`src/rtl/pse_pkg.sv`:
```
`default_nettype none

package pse_pkg;

  localparam int unsigned TABLE_SIZE  = 256;
  localparam int unsigned MIN_LIMIT   = 3;
  localparam int unsigned FIRST_PRIME = 2;
  // Every composite below TABLE_SIZE has a factor among the first six primes (2..13)
  localparam int unsigned NUM_CELLS   = 6;
  localparam int unsigned LIMIT_W     = 9;
  localparam int unsigned VALUE_W     = 8;
  localparam int unsigned MULT_W      = 9;

  typedef logic [LIMIT_W-1:0] limit_t;
  typedef logic [VALUE_W-1:0] value_t;
  typedef logic [MULT_W-1:0]  mult_t;

  // One candidate moving down the cell row
  typedef struct packed {
    logic   valid;
    logic   alive;
    logic   claimed;
    logic   final_tok;
    value_t value;
  } token_t;

endpackage

`default_nettype wire

```
`src/rtl/pse_cell.sv`:
```
`default_nettype none

module pse_cell (
  input  logic            clk_i,
  input  logic            rst_ni,
  input  logic            clear_i,
  input  pse_pkg::token_t tok_i,
  output pse_pkg::token_t tok_o
);
  import pse_pkg::*;

  logic   own_v_q, own_v_d;
  value_t p_q, p_d;
  mult_t  mult_q, mult_d;
  token_t tok_q, tok_d;

  always_comb begin
    own_v_d = own_v_q;
    p_d     = p_q;
    mult_d  = mult_q;
    tok_d   = tok_i;
    if (tok_i.valid) begin
      if (!own_v_q) begin
        // first surviving candidate to reach an empty cell is a prime: keep it
        if (tok_i.alive && !tok_i.claimed) begin
          own_v_d       = 1'b1;
          p_d           = tok_i.value;
          mult_d        = {tok_i.value, 1'b0};
          tok_d.claimed = 1'b1;
        end
      end else if ({1'b0, tok_i.value} == mult_q) begin
        // every value passes, so the multiple advances exactly once per hit
        tok_d.alive = 1'b0;
        mult_d      = mult_q + {1'b0, p_q};
      end
    end
  end

  always_ff @(posedge clk_i or negedge rst_ni) begin
    if (!rst_ni) begin
      own_v_q <= 1'b0;
      tok_q   <= '0;
    end else if (clear_i) begin
      own_v_q <= 1'b0;
      tok_q   <= '0;
    end else begin
      own_v_q <= own_v_d;
      tok_q   <= tok_d;
    end
  end

  always_ff @(posedge clk_i) begin
    p_q    <= p_d;
    mult_q <= mult_d;
  end

  assign tok_o = tok_q;

endmodule

`default_nettype wire

```
`src/rtl/pse_emit.sv`:
```
`default_nettype none

module pse_emit (
  input  logic            clk_i,
  input  logic            rst_ni,
  input  pse_pkg::token_t tok_i,
  output logic            result_valid_o,
  output pse_pkg::value_t prime_o,
  output logic            last_o,
  output logic            done_o
);
  import pse_pkg::*;

  value_t pend_q;
  logic   pend_v_q;
  logic   flush_q;
  logic   take;

  assign take = tok_i.valid & tok_i.alive;

  // hold each prime one step so the largest one can carry the last flag
  assign result_valid_o = flush_q | (take & pend_v_q);
  assign prime_o        = pend_q;
  assign last_o         = flush_q;
  assign done_o         = flush_q;

  always_ff @(posedge clk_i or negedge rst_ni) begin
    if (!rst_ni) begin
      pend_v_q <= 1'b0;
      flush_q  <= 1'b0;
    end else begin
      flush_q <= tok_i.valid & tok_i.final_tok;
      if (take) begin
        pend_v_q <= 1'b1;
      end else if (flush_q) begin
        pend_v_q <= 1'b0;
      end
    end
  end

  always_ff @(posedge clk_i) begin
    if (take) begin
      pend_q <= tok_i.value;
    end
  end

endmodule

`default_nettype wire

```
`src/rtl/prime_sieve_engine.sv`:
```
// One candidate enters the cell row per cycle, and a run ends when the candidate limit-1
// (after clamping) leaves the six-cell row and the emit stage; a new start is taken only
// while busy is low, so runs do not overlap.
// Results are one-cycle strobes; the receiver cannot stall, and busy stays high until
// the result flagged last has been shown. Reset clears control state and sets limit to 25.
`default_nettype none

module prime_sieve_engine (
  input  logic                  clk_i,
  input  logic                  rst_ni,
  input  logic                  cfg_we_i,
  input  pse_pkg::limit_t       cfg_limit_i,
  input  logic                  start,
  input  logic                  start_req_i,
  output logic                  busy,
  output logic                  result_valid_o,
  output pse_pkg::value_t       prime_o,
  output logic                  last_o
);
  import pse_pkg::*;

  limit_t limit_q;
  logic   busy_q;
  logic   feed_q;
  value_t v_q;
  value_t lim_m1_q;
  value_t lim_m1;
  limit_t limit_dec;
  logic   accept;
  logic   run;
  logic   done;
  logic   feed_end;
  token_t chain [NUM_CELLS+1];

  assign busy   = busy_q;
  assign accept = start & ~busy_q;
  assign run    = accept & start_req_i;

  // saturate the limit into the supported range
  assign limit_dec = limit_q - limit_t'(1);
  always_comb begin
    if (limit_q > limit_t'(TABLE_SIZE)) begin
      lim_m1 = value_t'(TABLE_SIZE - 1);
    end else if (limit_q < limit_t'(MIN_LIMIT)) begin
      lim_m1 = value_t'(MIN_LIMIT - 1);
    end else begin
      lim_m1 = limit_dec[VALUE_W-1:0];
    end
  end

  assign feed_end = (v_q == lim_m1_q);

  always_ff @(posedge clk_i or negedge rst_ni) begin
    if (!rst_ni) begin
      limit_q <= limit_t'(25);
      busy_q  <= 1'b0;
      feed_q  <= 1'b0;
    end else begin
      if (cfg_we_i) begin
        limit_q <= cfg_limit_i;
      end
      if (run) begin
        busy_q <= 1'b1;
        feed_q <= 1'b1;
      end else begin
        if (done) begin
          busy_q <= 1'b0;
        end
        if (feed_q && feed_end) begin
          feed_q <= 1'b0;
        end
      end
    end
  end

  always_ff @(posedge clk_i) begin
    if (run) begin
      v_q      <= value_t'(FIRST_PRIME);
      lim_m1_q <= lim_m1;
    end else if (feed_q) begin
      v_q <= v_q + value_t'(1);
    end
  end

  always_comb begin
    chain[0].valid     = feed_q;
    chain[0].alive     = 1'b1;
    chain[0].claimed   = 1'b0;
    chain[0].final_tok = feed_end;
    chain[0].value     = v_q;
  end

  for (genvar i = 0; i < NUM_CELLS; i++) begin : g_cell
    pse_cell u_cell (
      .clk_i   (clk_i),
      .rst_ni  (rst_ni),
      .clear_i (run),
      .tok_i   (chain[i]),
      .tok_o   (chain[i+1])
    );
  end

  pse_emit u_emit (
    .clk_i          (clk_i),
    .rst_ni         (rst_ni),
    .tok_i          (chain[NUM_CELLS]),
    .result_valid_o (result_valid_o),
    .prime_o        (prime_o),
    .last_o         (last_o),
    .done_o         (done)
  );

endmodule

`default_nettype wire

```
`config.mk`:
```
export PLATFORM = sky130hd
export DESIGN_NAME = prime_sieve_engine
export DESIGN_NICKNAME = d
export VERILOG_FILES = /design/src/rtl/pse_pkg.sv /design/src/rtl/pse_cell.sv /design/src/rtl/pse_emit.sv /design/src/rtl/prime_sieve_engine.sv
export SDC_FILE = /design/constraint.sdc
export NUM_CORES = 1
export LEC_CHECK = 0
export BUFFER_PORTS_ARGS = -buffer_cell sky130_fd_sc_hd__clkbuf_2
export CAP_MARGIN = 20
export CORE_MARGIN = 8
export CORE_UTILIZATION = 45
export CTS_CLUSTER_DIAMETER = 150
export DETAILED_ROUTE_END_ITERATION = 16
export SLEW_MARGIN = 25
export SYNTH_ARGS = -nofsm -noshare
export SYNTH_HDL_FRONTEND = slang
export SYNTH_SLANG_ARGS = --single-unit
```
`constraint.sdc`:
```
create_clock -name clk_i -period 5.9 [get_ports clk_i]
set_input_delay 0.885 -clock clk_i [delete_from_list [all_inputs] [get_ports clk_i]]
set_output_delay 0.885 -clock clk_i [all_outputs]
set_load 0.02 [all_outputs]
```
==> impl_metrics.ini, run 1 <==
[synth]
synthTopCellsByCount = 118 x edfxtp_1, 87 x dfrtp_1, 71 x nand2_1
yosysMostFrequentCell = edfxtp_1
syn-num-nets = 962
async_reset_ff_frac = 0.417
seq_area_frac_synth = 0.563
synth_flop_cell = edfxtp_1
synth.top_cell.area_share = 0.335
ys_top_cells_by_area = edfxtp_1 34%, dfrtp_1 21%, ha_1 5.9%
synth_area_um2 = 10600
yosysTopAreaCell = edfxtp_1
ys_types = 54
ys_warn_count = 0
synth_edf_count = 118
yosys_register_bits = 216
synth_area_per_cell_um2 = 11.9
syn_inst = 892

[clocking]
postCtsResizedCells = 0
post-cts-setup-buffer-count = 0
cts_hold_buf = 0
h-tree-depth = 1
cts_buffers = 25
cts_buffer_depth = 3
path_clk_slew_ns = 0.06
clock_sinks = 216
clockRootBuffer = clkbuf_16
worstSkewPairLatency_ns = 0.52
cts_tree = yes

[global_routing]
grt_max_degree = 82
grt_pass1_vias = 6848
grt-ovfl-total = 0
grt_antenna_before_repair = 0
grt_pass1_wl_um = 35600
grt_use_total = 0.151

[timing]
skew_ns = 0.0146
period_share = 0.429
fin_setup_tns_ns = 0
slew_violations = 0
max_freq_mhz = 395
finalHoldViolCount = 0
fin_crit_ns = 2.53
rsz0062_at_grt = no
relSlewSlack = 0.315
setup_viol = 0
holdWs_ns = 0.183
tightest_slew_ns = 1.02

[detailed_routing]
post-route-drc-count = 0
drt-total-wl_um = 20900
antenna_left = 0
drt-pass1-iter-count = 4
vias_per_cell = 5.29
drt_iter0_markers = 298
vias = 6654
wire_per_inst_um = 16.6

[floorplanning]
ios = 25
start_util = 0.455
dieArea_um2 = 28700
die_x_um = 169
core_um2 = 23300
die_y_um = 169
rows = 56

[power]
clock_power_share = 0.305
p_per_area_nw_per_um2 = 436
power_mw = 5.17
switching_share = 0.311
p_int_mw = 3.56
p_comb_frac = 0.234
p_switching_mw = 1.61
pwr-share-seq = 0.462
ir_worst_vdd_mv = 0.196
leakage_nw = 4.78

[hold_path]
hold_class = input port to async pin

[setup_path]
critPathKind = register to primary output
startpoint = g_cell[5].u_cell.tok_o[11]$_DFF_PN0_
rrSetupSlack_ns = 3.56
end_kind = primary output
cp.arrival_ns = 1.65
crit_fanout = 10
reg2reg_from = busy$_DFFE_PN0P_
cp_data_required_time_ns = 5.02
cp-start-kind = register

[final_layout]
layout.nets = 989
fin_util = 0.510
drive_gt1_frac = 0.109
layout-area-overhead-vs-synth_pct = 12.2
antenna_cells = 0
finalNonFillerCells = 1257

[run]
max_cap_violations = 0

[place]
placed_cells = 1211
dp_hpwl_um = 14800
gp_congestion = 0.799
port_buffers = 24

[run_status]
outcome = complete, no violations
==> flip-flops by register name, summed over array words and instances (netlist names) <==
signal / cells
u_emit.done_o: 1
g_cell.u_cell.own_v_q: 6
busy: 1
limit_q: 9
feed_q: 1
g_cell.u_cell.p_q: 48
lim_m1_q: 8
v_q: 8
g_cell.u_cell.tok_o: 71
g_cell.u_cell.mult_q: 54
u_emit.prime_o: 8
u_emit.pend_v_q: 1
==> kinds of logic (layout without fill, tap and decap cells) <==
kind of cell	count (synthesis)	count (layout)	synth area share
xor gates and xnor gates	79	79	0.0654
muxes	14	14	0.0148
and+or+nand+nor	284	284	0.135
buffers and inverters	73	119	0.0272
AOI/OAI and AO/OA	170	170	0.123
DFF	216	216	0.563
adders and majority gates	56	56	0.0705
==> cell type report <==
| cell class | instances | area (µm²) |
|---|---|---|
| Clock buffer | 32 | 652 |
| Fill cell | 2132 | 11400 |
| Sequential cell | 216 | 5960 |
| Timing Repair Buffer | 30 | 171 |
| Clock inverter | 14 | 189 |
| Tap cell | 319 | 399 |
| Multi-Input combinational cell | 603 | 4340 |
| Inverter | 43 | 161 |
==> worst max-delay path: stages (launching register included) <==
cell and delay [ns]:
dfrtp_1 0.33, and2_1 0.43, a21o_1 0.20, clkbuf_2 0.17
==> metrics by stage <==
step	worst slack (ns)	area, µm²
after floorplan	3.80	10600
after global placement	2.93	11000
after detailed placement	2.87	11000
after CTS	3.32	11900
after global routing	3.23	11900
final	3.37	11900
==> path summary, 6_finish.rpt <==
path                                                        to  cells past startpoint
setup / recovery                                result_valid_o                      3
hold / removal                          limit_q[7]$_DFFE_PN0P_                      1
setup reg to reg                            feed_q$_DFFE_PN0P_                      5
hold reg to reg                    u_emit.prime_o[1]$_DFFE_PP_                      0
max in group asynchronous  g_cell[2].u_cell.tok_o[5]$_DFF_PN0_                      2
min in group clk_i                 u_emit.prime_o[1]$_DFFE_PP_                      0
==> power groups by stage <==
stage	Sequential (mW)	Clock (mW)	Combinational, mW
6_report	2.39	1.58	1.21
5_1_grt	2.44	1.69	1.37
4_1_cts	2.40	1.62	1.22
3_5_place_dp	2.43	0	1.21
3_3_place_gp	2.43	0	1.19
2_1_floorplan	2.24	0	1.01
==> layer usage <==
metal | vias up | track usage | wire length [µm]
met5 | - | 0 | 0
met4 | 0 | 0.0377 | 293
met3 | 22 | 0.0249 | 760
met2 | 87 | 0.248 | 9700
met1 | 3263 | 0.206 | 10200
li1 | 3282 | - | -
==> cells in the final DEF, fill, tap and decap left out, drive strengths merged, types with 7 or more instances in the layout <==
cell	netlist	routed
ha	50	50
o31ai	15	15
nand3	24	24
o21ai	23	23
and2	61	61
o21a	26	26
clkbuf	21	55
inv	43	46
edfxtp	118	118
xor2	15	15
xnor2	64	64
dfrtp	87	87
nor3	21	21
nand4	10	10
nand2	71	71
nor2b	10	10
a2111oi	7	7
a211o	12	12
or4	8	8
mux2	13	13
buf	9	7
nor2	53	53
a21oi	15	15
a21o	20	20
dfxtp	8	8
Power figures use the tool's default switching activity.
==> run 2, diff against run 1 <==
--- a/config.mk
+++ b/config.mk
@@ -5,6 +5,7 @@
 export SDC_FILE = /design/constraint.sdc
 export NUM_CORES = 1
 export LEC_CHECK = 0
+export ABC_AREA = 1
 export BUFFER_PORTS_ARGS = -buffer_cell sky130_fd_sc_hd__clkbuf_2
 export CAP_MARGIN = 20
 export CORE_MARGIN = 8
==> constraint.sdc (replaced) <==
create_clock -name clk_i -period 2.6 [get_ports clk_i]
set_input_delay 0.39 -clock clk_i [delete_from_list [all_inputs] [get_ports clk_i]]
set_output_delay 0.39 -clock clk_i [all_outputs]
set_load 0.02 [all_outputs]
==> run 2 against run 1 <==
Against the previous run:
- global-route usage rose by 0.79 points
- critical path depth grew 6
- flip-flop and latch count unchanged
- core utilization grew 0.16 points
- via count grew 15%
- sequential power rose by 120%
- worst hold slack got worse by 0.11 ns
- clock power up 130%
- sequential share of layout area down 1.6 points
- critical path type is now register to register
- largest power group unchanged
==> impl_metrics.ini, run 2 <==
[floorplanning]
core_um2 = 24000
dieArea_um2 = 29300
die_y_um = 171
die_x_um = 171
rows = 57
ios = 25
start_util = 0.453

[clocking]
postCtsResizedCells = 0
cts_buffer_depth = 3
clock_sinks = 216
cts_tree = yes
cts_buffers = 25
path_clk_slew_ns = 0.06
h-tree-depth = 1
clockRootBuffer = clkbuf_16
worstSkewPairLatency_ns = 0.52

[place]
dp_hpwl_um = 16300
port_buffers = 24
gp_congestion = 0.857

[detailed_routing]
vias_per_cell = 4.82
drt_iter0_markers = 449
antenna_left = 0
drt-pass1-iter-count = 5
vias = 7651
drt-total-wl_um = 22200
post-route-drc-count = 0
wire_per_inst_um = 14.0

[synth]
ys_top_cells_by_area = edfxtp_1 33%, dfrtp_1 20%, nand2_1 10%
synthTopCellsByCount = 291 x nand2_1, 189 x inv_1, 145 x nor2_1
async_reset_ff_frac = 0.417
yosys_register_bits = 216
ys_types = 34
ys_warn_count = 0
synth_area_um2 = 10800
synth_area_per_cell_um2 = 9.05
yosysTopAreaCell = edfxtp_1
syn-num-nets = 1268
synth.top_cell.area_share = 0.327
synth_flop_cell = edfxtp_1
synth_edf_count = 118
syn_inst = 1198
yosysMostFrequentCell = nand2_1
seq_area_frac_synth = 0.549

[setup_path]
cp_cell_sequence = ha_1 > inv_1 > fa_1 > inv_1 > nand2_1 > a21oi_1 > nand2_1 > a21oi_1 > nor2_1
crit_fanout = 3
cp_data_required_time_ns = 2.87
critPathTopFamily = adder cells
end_kind = register
cp.arrival_ns = 2.26
rrSetupSlack_ns = 0.60
cp.buffers_inverters = 2
slowest_stage = fa_1
cpPeakStageDelay_ns = 0.42
cp-start-kind = register
critPathKind = register to register

[timing]
period_share = 0.769
fin_setup_tns_ns = 0
setup_viol = 0
tightest_slew_ns = 0.871
holdWs_ns = 0.0687
finalHoldViolCount = 0
skew_ns = 0.0187
rsz0062_at_grt = no
fin_crit_ns = 2.00
slew_violations = 0
max_freq_mhz = 500
relSlewSlack = 0.418

[final_layout]
layout.nets = 1314
layout_common_cells = 291 x nand2_1, 188 x inv_1, 145 x nor2_1
drive_gt1_frac = 0.0776
antenna_cells = 0
largest_register_ff_count = 71
layout-area-overhead-vs-synth_pct = 13.1
nFillCells = 2234
final_common_cell = nand2_1

[run]
max_cap_violations = 0

[power]
p_comb_frac = 0.258
p_switching_mw = 4.04
pwr-share-seq = 0.446
ir_worst_vdd_mv = 0.495
clock_power_share = 0.296
switching_share = 0.336
p_per_area_nw_per_um2 = 981
leakage_nw = 5.75
p_int_mw = 7.99

[hold_path]
hold_class = input port to register

[global_routing]
grt-ovfl-total = 0
grt_use_total = 0.159
grt_pass1_wl_um = 37800
grt_pass1_vias = 7727
grt_antenna_before_repair = 0
grt_max_degree = 49

[run_status]
outcome = complete, no violations
## run 2: cell types whose count changed after synthesis, sizes merged, moves of 32 or more
cell	change
inv	+148
nor2	+98
and2	-61
nand2	+221
a21oi	+32
xnor2	-42
nand3	+55
## run 2: path summary, 6_finish.rpt
check / startpoint / to / cells past startpoint
worst max-delay path: g_cell[4].u_cell.mult_q[0]$_SDFFCE_PN0P_ / g_cell[4].u_cell.mult_q[8]$_DFFE_PP_ / 9
worst min-delay path: cfg_limit_i[4] / limit_q[4]$_DFFE_PN1P_ / 3
worst max register to register: g_cell[4].u_cell.mult_q[0]$_SDFFCE_PN0P_ / g_cell[4].u_cell.mult_q[8]$_DFFE_PP_ / 9
worst min register to register: g_cell[5].u_cell.tok_o[0]$_DFF_PN0_ / u_emit.prime_o[0]$_DFFE_PP_ / 0
max in group asynchronous: rst_ni / g_cell[3].u_cell.tok_o[5]$_DFF_PN0_ / 3
min in group asynchronous: rst_ni / limit_q[7]$_DFFE_PN0P_ / 2
## run 2: area by class of cell
type | instances | area [µm²] | share of cell area
clock buffer | 35 | 768 | 0.0626
clock inverter | 11 | 87.6 | 0.00714
inverter | 193 | 724 | 0.0591
multi-input combinational | 767 | 4050 | 0.330
sequential | 216 | 5960 | 0.486
tap | 324 | 405 | 0.0330
timing repair buffer | 41 | 278 | 0.0226
## run 2: kinds of logic (layout without fill, tap and decap cells)
kind of cell | count (synthesis) | count (layout) | share of synthesized area
buffers and inverters | 215 | 280 | 0.0775
XOR/XNOR | 38 | 38 | 0.0307
flip-flops | 216 | 216 | 0.549
AO/OA/AOI/OAI | 123 | 123 | 0.0623
adder cells (fa/ha/maj) | 56 | 56 | 0.0688
AND/OR/NAND/NOR | 550 | 550 | 0.211
## run 2: what timing repair did
action | in CTS | in global routing
hold endpoints to repair | 28 | 0
hold buffers | 1 | 0
setup buffers | 0 | 0
## run 2: through the flow
step                instance area, µm²  instances  utilization  power [mW]  setup slack [ns]
floorplan                        10800       1198            -        7.56             0.674
global placement                 11400       1540        0.476        8.53             0.642
detailed placement               11400       1540        0.476        8.57             0.559
CTS                              12300       1587        0.512        12.2             0.563
global route                     12300       1587        0.512        12.9             0.387
finish                           12300       1587        0.512        12.0             0.601
## run 2: metal layers
metal,wire (µm),vias to the layer above,global-route usage
met5,0,-,0
met4,429,0,0.0397
met3,796,30,0.0227
met2,10600,119,0.275
met1,10400,3564,0.206
li1,-,3938,-
## run 2: power groups by stage
stage                     logic [mW]  registers [mW]  clock network [mW]
final                           3.11            5.36                3.56
after global routing            3.60            5.48                3.78
after CTS                       3.16            5.38                3.65
after detailed placement        3.13            5.44                   0
after global placement          3.10            5.42                   0
after floorplan                 2.37            5.19                   0
## run 2: worst reg2reg max path: stages, from the launching register on
cell	delay (ns)
edfxtp_1	0.36
ha_1	0.18
inv_1	0.07
fa_1	0.42
inv_1	0.09
nand2_1	0.09
a21oi_1	0.23
nand2_1	0.11
a21oi_1	0.15
nor2_1	0.06
